--- src/gwdf_ram.sv ---
module gwdf_ram #(
    parameter int WIDTH = 8,
    parameter int DEPTH = 16,
    localparam int AW = $clog2(DEPTH)
) (
    input  logic             clk,
    input  logic             we,
    input  logic [AW-1:0]    waddr,
    input  logic [WIDTH-1:0] wdata,
    input  logic [AW-1:0]    raddr,
    output logic [WIDTH-1:0] rdata
);

    logic [WIDTH-1:0] mem [DEPTH];

    always_ff @(posedge clk)
    begin
        if (we)
        begin
            mem[waddr] <= wdata;
        end
        rdata <= mem[raddr];
    end

endmodule

--- config.mk ---
export PLATFORM = sky130hd
export DESIGN_NAME = gwdf_ram
export DESIGN_NICKNAME = d
export VERILOG_FILES = /design/src/gwdf_ram.sv
export SDC_FILE = /design/constraint.sdc
export NUM_CORES = 1
export LEC_CHECK = 0
export BUFFER_PORTS_ARGS = -buffer_cell sky130_fd_sc_hd__buf_4
export CORE_MARGIN = 4
export CORE_UTILIZATION = 36
export DETAILED_ROUTE_END_ITERATION = 8
export HOLD_SLACK_MARGIN = 0.03
export PLACE_DENSITY = 0.5
export SKIP_CTS_REPAIR_TIMING = 1
export SYNTH_ARGS = -nofsm -noshare
export SYNTH_HDL_FRONTEND = slang
export SYNTH_SLANG_ARGS = --single-unit
--- constraint.sdc ---
create_clock -name clk -period 6.2 [get_ports clk]
set_clock_uncertainty 0.15 [all_clocks]
set_input_delay 1.24 -clock clk [delete_from_list [all_inputs] [get_ports clk]]
set_output_delay 1.24 -clock clk [all_outputs]
set_load 0.005 [all_outputs]
==> results of run 1 <==
[cell usage after synthesis, drive strengths merged]
master	n	area [µm²]
mux4	32	773
and2	1	6.26
nor2b	1	6.26
or3b	1	8.76
a22oi	16	120
nand2	9	33.8
nand3b	2	15.0
nor2	13	48.8
nand2b	2	12.5
clkdlybuf4s25	3	30.0
buf	7	56.3
and2b	1	7.51
edfxtp	128	3840
dfxtp	8	160
nand3	1	5.00
nor3	4	20.0
[logic make-up (layout without fill, tap and decap cells)]
| kind of cell | Yosys count | count (layout) | synth area share [%] |
|---|---|---|---|
| flops | 136 | 136 | 77.8 |
| simple gates | 35 | 35 | 3.18 |
| mux | 32 | 32 | 15.0 |
| compound gates | 16 | 16 | 2.33 |
| buf+inv | 10 | 60 | 1.68 |
[how the worst min path moves through the flow]
stage,startpoint,end,slack [ns],cells after the start
3_5_place_dp,mem[4][2],rdata[2],0.52,3
2_1_floorplan,mem[7][0],rdata[0],0.48,3
5_1_grt,mem[7][5],rdata[5],0.57,3
6_report,mem[11][3],rdata[3],0.53,3
3_3_place_gp,mem[4][2],rdata[2],0.50,3
4_1_cts,mem[4][2],rdata[2],0.54,3
[power by group]
| group | switching (µW) | internal, µW |
|---|---|---|
| Clock | 339 | 561 |
| Combinational | 53.4 | 42.9 |
| Sequential | 6.23 | 1030 |
| Total | 398 | 1630 |
[worst max-delay path, stage by stage]
cell,delay [ns]
buf_4,0.12
or3b_2,0.50
nor3_1,0.91
[through the flow]
step	area, µm²	hold WS (ns)	instances
2_1_floorplan	5150	0.479	229
3_3_place_gp	5500	0.495	427
3_5_place_dp	5500	0.525	427
4_1_cts	6030	0.537	459
5_1_grt	6030	0.573	459
6_report	6030	0.530	459
[cell type report]
cell class              count  share of cell area (%)
clock buffers              28                    8.57
clock inverters             4                   0.311
multi-input cells          83                    17.5
flip-flops and latches    136                    66.4
well taps                 180                    3.73
repair buffers             28                    3.48
[flip-flops by register name (all words and copies together), names as in the netlist]
| name | count |
|---|---|
| mem | 128 |
| rdata | 8 |
[layer usage]
layer	wire [µm]	global-route usage, %	vias to the layer above
met5	0	0	-
met1	4330	17.3	1247
met3	588	4.68	18
li1	-	-	1052
met2	5150	21.5	67
met4	295	7.05	0
==> key figures, run 1 <==
Run status
  – Run status: finished, final reports clean

Timing
  – Worst Tran Pin Value: approximately 1.2 ns
  – FMAX: between 300 and 400 MHz
  – Final WS setup: 3.30 ns
  – Final Critical Period: 2.90 ns
  – Period utilization: between 40% and 50%
  – RSZ-0062 raised after global routing: no
  – Setup TNS: 0 ns
  – Fin. max-slew vios: 0
  – Slew headroom: 21.5%
  – Final hold viol count: 0
  – Final setup violation count: 0

Finish
  – Post-Route Utilization: 43.3%
  – Fill cell count: 1186
  – Layout area overhead: 17.2%
  – Commonest non-fill, non-tap cell in the layout: edfxtp_1
  – Most frequent cells in the layout: edfxtp_1, buf_4, mux4_2
  – # diodes: 0
  – Storage cell area: 0.00400 mm²
  – Share of cells above drive strength 1: about 26%
  – Area of the multi-input gates: roughly 0.0011 mm²
  – Nets: 284

Setup path
  – FF-to-FF setup slack: 4.70 ns
  – Start point of the critical path: waddr[2]
  – Nature of the critical path endpoint: flop
  – WP data required: 6.08 ns
  – Crit path DAT: 2.77 ns
  – Type of the worst setup path: primary input to flop
  – Worst R2R Path Depth: 3
  – Critical Path Fanout Max: 8
  – Setup crit start kind: primary input
  – R2r endpoint: rdata[0]
  – Worst r2r src: mem[1][0]
  – CP endpoint: mem[0][0]

Global routing
  – First-pass GRT wire length: about 16000 µm
  – Antenna violations before repair: 0
  – Total gr overflow: 0
  – Tot GR Track Use: 13.8%
  – Vias in the first global route: 2544
  – Largest net degree at the start of global routing: 33

Power and ir drop
  – Total Power: 2030 µW
  – Static Leak: 0.00200 µW
  – Pwr dens: roughly 340 mW/mm²
  – Maximum VDD drop: 195 µV

Die
  – Std-Cell Rows: 43
  – Die ar.: 0.0163 mm²
  – Die W: around 130 µm
  – Chip height: approximately 130 µm
  – Core Area: between 0.01 and 0.015 mm²
  – Num ports: 26
  – Initial Util: 36.9%

Clock tree
  – Clock H-tree levels: 4
  – CTS tree: built
  – Worst-path clk slew: 0.05 ns
  – Root Buffer Master: clkbuf_16
  – Skew-Pair Late Insertion Delay: 0.42 ns
  – Clock Sinks: around 140
  – Maximum buffer depth of the clock tree: 2
  – Total CTS buffers: 17

Routing
  – Number of remaining DRC errors: 0
  – Vias: 2384
  – Post-DRT Antenna Nets: 0
  – Vias per inst: 5.19
  – Total Wirelength: between 10000 and 15000 µm
  – Initial DRC Count: 196
  – DR pass1 iterations: 4
  – Wire per inst: 22.6 µm

Synthesis
  – Count of warnings emitted by yosys: 0
  – Register area share after synthesis: 77.8%
  – Synth Instances: 229
  – Flops & latches, synth: 136
  – Syn Nets: about 250
  – Distinct cell type count of the synthesized netlist: 19
  – Mean Syn Cell Area: 22.5 µm²
  – Netlist Area Pre-Place: 0.00515 mm²

Placement
  – DPL Wire Length: 6490 µm
  – Final GP Congestion: 0.802
  – # port buffers: 25
  – DP Worst Slack: 2.82 ns

Hold path
  – Hold crit path type: flop to flop

Run
  – Maximum Capacitance Violations: 0
Power figures use the tool's default switching activity.
==> run 2: changes to the inputs <==
--- a/config.mk
+++ b/config.mk
@@ -10,7 +10,7 @@
 export CORE_UTILIZATION = 36
 export DETAILED_ROUTE_END_ITERATION = 8
 export HOLD_SLACK_MARGIN = 0.03
-export PLACE_DENSITY = 0.5
+export PLACE_DENSITY = 0.51
 export SKIP_CTS_REPAIR_TIMING = 1
 export SYNTH_ARGS = -nofsm -noshare
 export SYNTH_HDL_FRONTEND = slang
==> constraint.sdc (replaced) <==
create_clock -name clk -period 2.45 [get_ports clk]
set_clock_uncertainty 0.15 [all_clocks]
set_input_delay 0.49 -clock clk [delete_from_list [all_inputs] [get_ports clk]]
set_output_delay 0.49 -clock clk [all_outputs]
set_load 0.005 [all_outputs]
==> run 2 against run 1 <==
Effect of this change:
- final area grew 3.0%
- cell count grew 4.8%
- sequential power grew to 2.5 times the previous value
- highest routed layer unchanged
==> key figures, run 2 (synthesis results as in run 1) <==
Setup path
  – Setup crit start kind: primary input
  – Critical Path Fanout Max: 12 (+4)
  – WP data required: 2.59 ns (-3.49 ns)
  – Type of the worst setup path: primary input to flop
  – Nature of the critical path endpoint: flop
  – Crit path DAT: 1.93 ns (-0.84 ns)

Routing
  – DR pass1 iterations: 4 (unchanged)
  – Vias per inst: 5.09 (-1.9%)
  – Number of remaining DRC errors: 0 (unchanged)
  – Total Wirelength: 10600 µm (+2.1%)
  – Initial DRC Count: 188 (-4.1%)
  – Wire per inst: 22.0 µm (-2.5%)
  – Post-DRT Antenna Nets: 0 (unchanged)
  – Vias: 2450 (+2.8%)

Die
  – Core Area: 0.0139 mm² (unchanged)
  – Std-Cell Rows: 43 (unchanged)
  – Num ports: 26 (unchanged)
  – Initial Util: 36.9% (unchanged)
  – Chip height: 128 µm (unchanged)
  – Die ar.: 0.0163 mm² (unchanged)
  – Die W: 128 µm (unchanged)

Hold path
  – Hold crit path type: primary input to flop

Placement
  – Placed cells: 449 (+5.2%)
  – Area post-placement: 0.00569 mm² (+3.5%)
  – # port buffers: 25 (unchanged)
  – DPL Wire Length: 6820 µm (+5.0%)
  – Final GP Congestion: 0.788 (-1.8%)

Global routing
  – Antenna violations before repair: 0 (unchanged)
  – Met3 Track Usage GR: 4.39% (-0.29 points)
  – Vias in the first global route: 2581 (+1.5%)
  – First-pass GRT wire length: 16000 µm (+2.9%)
  – Met1 Track Usage GR: 19.2% (+1.9 points)
  – Most used routing layer in global routing: met2
  – Largest net degree at the start of global routing: 31 (-6.1%)
  – Total gr overflow: 0 (unchanged)
  – Met2 usage: 21.2% (-0.28 points)
  – Tot GR Track Use: 14.0% (+0.24 points)

Timing
  – Setup TNS: 0 ns (unchanged)
  – Fin. max-slew vios: 0 (unchanged)
  – Final hold viol count: 0 (unchanged)
  – Worst Tran Pin Value: 0.468 ns (-0.701 ns)
  – FMAX: 559 MHz
  – Period utilization: approximately three quarters
  – Final setup violation count: 0 (unchanged)
  – Final Critical Period: about 1.8 ns
  – RSZ-0062 raised after global routing: no
  – Slew headroom: 68.8% (+47 points)

Finish
  – # diodes: 0 (unchanged)
  – Most frequent cells in the layout: edfxtp_1, buf_4, mux4_2
  – Share of cells above drive strength 1: 31.2% (+5.4 points)
  – Commonest non-fill, non-tap cell in the layout: edfxtp_1
  – Fin area: 0.00621 mm² (+3.0%)
  – Non-filler cells, final: 481 (+4.8%)
  – Layout area overhead: 20.7%
  – Nets: 306 (+7.7%)
  – Reg with most FFs: mem
  – Largest regs: mem: 128 flops, rdata: 8 flops
  – Max reg flops: 128 (unchanged)
  – Fill cell count: 1189 (+0.25%)

Power and ir drop
  – Maximum VDD drop: 546 µV (+180%)
  – Pwr dens: 825 mW/mm² (+150%)
  – Static Leak: 0.00212 µW (+6.1%)

Clock tree
  – CTS tree: built
  – Root Buffer Master: clkbuf_16
  – Clock H-tree levels: 4 (unchanged)
  – Total CTS buffers: 17 (unchanged)
  – Skew-Pair Late Insertion Delay: 0.41 ns (about the same)
  – Maximum buffer depth of the clock tree: 2 (unchanged)
  – Worst-path clk slew: 0.05 ns (about the same)
  – Clock Sinks: 136 (unchanged)

Run status
  – Run status: finished, final reports clean

Run
  – Maximum Capacitance Violations: 0 (unchanged)
run 2: worst max-delay path: stages:
cell	delay, ns
buf_4	0.26
buf_12	0.19
mux4_1	0.56
a22oi_1	0.33
nand2_1	0.08
run 2: layout make-up:
class                           count  area (µm²)  area share, %
Sequential cell                   136        4000           64.4
Multi-Input combinational cell     83        1060           17.0
Clock buffer                       28         507           8.16
Timing Repair Buffer               50         400           6.44
Tap cell                          180         225           3.62
Clock inverter                      4        20.0          0.322
run 2: power breakdown:
group          internal, µW  switching [µW]  leakage [µW]
Combinational           124             140      0.000633
Clock                  1390             851      0.000262
Sequential             2600            16.1       0.00122
Total                  4120            1010       0.00212
run 2: routing by layer:
metal | wire, µm | vias up
li1 | - | 1092
met1 | 4830 | 1285
met2 | 5100 | 65
met3 | 527 | 8
met4 | 140 | 0
met5 | 0 | -
run 2: per-stage QoR:
step	power (µW)	setup slack [ns]	hold WS (ns)	util [%]
after floorplan	2790	0.317	0.439	-
after global placement	2930	0.223	0.509	40.8
after detailed placement	2940	0.230	0.510	40.8
after CTS	5190	0.669	0.223	44.6
after global routing	5330	0.634	0.231	44.6
final	5130	0.661	0.235	44.6
run 2: final timing paths:
kind	start	end	slack, ns	depth (start not counted)
setup / recovery	raddr[0]	rdata[5]	0.66	5
hold / removal	wdata[2]	mem[14][2]	0.24	1
setup reg to reg	mem[3][6]	rdata[6]	0.86	3
hold reg to reg	mem[11][5]	rdata[5]	0.53	3
==> run 3: changes to the inputs <==
--- a/config.mk
+++ b/config.mk
@@ -10,7 +10,7 @@
 export CORE_UTILIZATION = 36
 export DETAILED_ROUTE_END_ITERATION = 8
 export HOLD_SLACK_MARGIN = 0.03
-export PLACE_DENSITY = 0.51
+export PLACE_DENSITY = 0.5
 export SKIP_CTS_REPAIR_TIMING = 1
 export SYNTH_ARGS = -nofsm -noshare
 export SYNTH_HDL_FRONTEND = slang
==> constraint.sdc (replaced) <==
create_clock -name clk -period 1.7 [get_ports clk]
set_clock_uncertainty 0.15 [all_clocks]
set_input_delay 0.34 -clock clk [delete_from_list [all_inputs] [get_ports clk]]
set_output_delay 0.34 -clock clk [all_outputs]
set_load 0.005 [all_outputs]
==> run 3 against run 2 <==
Effect of this change:
- worst setup slack worse by 0.45 ns
- cell count grew 1.0%
- utilization increased by 1.6 points
- total power grew 62%
- highest routed layer unchanged
- critical endpoint is now rdata[3]
==> key figures, run 3 (synthesis results as in run 1) <==
Run status
  – Run status: finished, final reports clean

Run
  – Maximum Capacitance Violations: 0 (unchanged)

Routing
  – DR pass1 iterations: 4 (unchanged)
  – Total Wirelength: 10600 µm (+0.29%)
  – Vias per inst: 5.03 (-1.2%)
  – Post-DRT Antenna Nets: 0 (unchanged)
  – Initial DRC Count: 182 (-3.2%)
  – Number of remaining DRC errors: 0 (unchanged)
  – Wire per inst: 21.9 µm (-0.74%)
  – Vias: 2445 (-0.20%)

Die
  – Core Area: 0.0139 mm² (unchanged)
  – Num ports: 26 (unchanged)
  – Std-Cell Rows: 43 (unchanged)
  – Die ar.: 0.0163 mm² (unchanged)
  – Die W: 128 µm (unchanged)
  – Chip height: 128 µm (unchanged)
  – Initial Util: 36.9% (unchanged)

Clock tree
  – CTS tree: built
  – Clock Sinks: 136 (unchanged)
  – Maximum buffer depth of the clock tree: 2 (unchanged)
  – Root Buffer Master: clkbuf_16
  – Total CTS buffers: 17 (unchanged)
  – Skew-Pair Late Insertion Delay: 0.41 ns (about the same)
  – Worst-path clk slew: 0.05 ns (about the same)
  – Clock H-tree levels: 4 (unchanged)

Setup path
  – Nature of the critical path endpoint: flop
  – Crit path DAT: 1.63 ns (-0.30 ns)
  – Critical Path Fanout Max: 1 (-11)
  – Setup crit start kind: flop
  – WP data required: 1.84 ns (-0.75 ns)
  – Type of the worst setup path: flop to flop

Hold path
  – Hold crit path type: primary input to flop

Finish
  – Most frequent cells in the layout: edfxtp_1, buf_4, mux4_2
  – Nets: 311 (+1.6%)
  – Reg with most FFs: mem
  – Layout area overhead: 25.1%
  – Fill cell count: 1163 (-2.2%)
  – # diodes: 0 (unchanged)
  – Share of cells above drive strength 1: 33.7% (+2.4 points)
  – Largest regs: mem: 128 flops, rdata: 8 flops
  – Max reg flops: 128 (unchanged)
  – Post-Route Utilization: 46.2% (+1.6 points)
  – Commonest non-fill, non-tap cell in the layout: edfxtp_1

Timing
  – Final Critical Period: 1.48 ns
  – Final hold viol count: 0 (unchanged)
  – Worst Tran Pin Value: 0.814 ns (+0.347 ns)
  – Final setup violation count: 0 (unchanged)
  – FMAX: just under 700 MHz
  – Setup TNS: 0 ns (unchanged)
  – Period utilization: 87.3%
  – RSZ-0062 raised after global routing: no
  – Slew headroom: 45.6% (-23 points)
  – Fin. max-slew vios: 0 (unchanged)
  – Worst hold slack: 0.0983 ns (-0.137 ns)

Global routing
  – Met1 Track Usage GR: 19.1% (-0.076 points)
  – Antenna violations before repair: 0 (unchanged)
  – Most used routing layer in global routing: met2
  – Tot GR Track Use: 14.2% (+0.13 points)
  – Vias in the first global route: 2631 (+1.9%)
  – First-pass GRT wire length: 16300 µm (+1.6%)
  – Total gr overflow: 0 (unchanged)
  – Met2 usage: 22.0% (+0.81 points)
  – Met3 Track Usage GR: 3.80% (-0.59 points)
  – Largest net degree at the start of global routing: 18 (-42%)

Power and ir drop
  – Pwr dens: 1290 mW/mm² (+56%)
  – Maximum VDD drop: 756 µV (+38%)
  – Total Power: 8300 µW (+62%)
  – Static Leak: 0.00222 µW (+5.0%)

Placement
  – # port buffers: 25 (unchanged)
  – Final GP Congestion: 0.716 (-9.0%)
  – DPL Wire Length: 7120 µm (+4.4%)
run 3: cell count changes in the layout (fill, tap and decap cells not counted), sizes merged:
cell	delta
bufinv	+6
clkinv	-2
buf	+5
clkbuf	-4
run 3: metal layers:
layer | vias to the layer above | routed length, µm
met5 | - | 0
met4 | 0 | 186
met3 | 15 | 438
met2 | 50 | 5080
met1 | 1278 | 4920
li1 | 1102 | -
run 3: final cells by class:
type / instances / area [µm²] / share of cell area, %
Timing Repair Buffer: 55 / 475 / 7.38
Multi-Input combinational cell: 83 / 1060 / 16.5
Sequential cell: 136 / 4000 / 62.2
Clock buffer: 24 / 482 / 7.48
Tap cell: 180 / 225 / 3.50
Clock inverter: 8 / 190 / 2.95
run 3: worst paths after layout:
path | from | endpoint | slack, ns | depth (start not counted)
hold reg to reg | mem[8][4] | rdata[4] | 0.53 | 3
setup reg to reg | mem[1][3] | rdata[3] | 0.22 | 3
setup / recovery | mem[1][3] | rdata[3] | 0.22 | 3
hold / removal | wdata[1] | mem[12][1] | 0.1 | 1
run 3: metrics by stage:
step / area [µm²] / cells / setup WS [ns]
floorplan: 5150 / 229 / -0.0561
global route: 6440 / 486 / 0.123
global placement: 5770 / 454 / -0.227
finish: 6440 / 486 / 0.215
detailed placement: 5770 / 454 / -0.238
CTS: 6440 / 486 / 0.188
run 3: worst max-delay path, stage by stage, from the launching register on:
cell and delay [ns]:
edfxtp_1 0.36, mux4_1 0.51, a22oi_1 0.27, nand2_1 0.08
run 3: power breakdown:
group	switching (µW)	internal [µW]	leakage (µW)
clock	1260	2860	0.000328
combinational	203	194	0.000672
sequential	25.7	3750	0.00122
total	1490	6810	0.00222
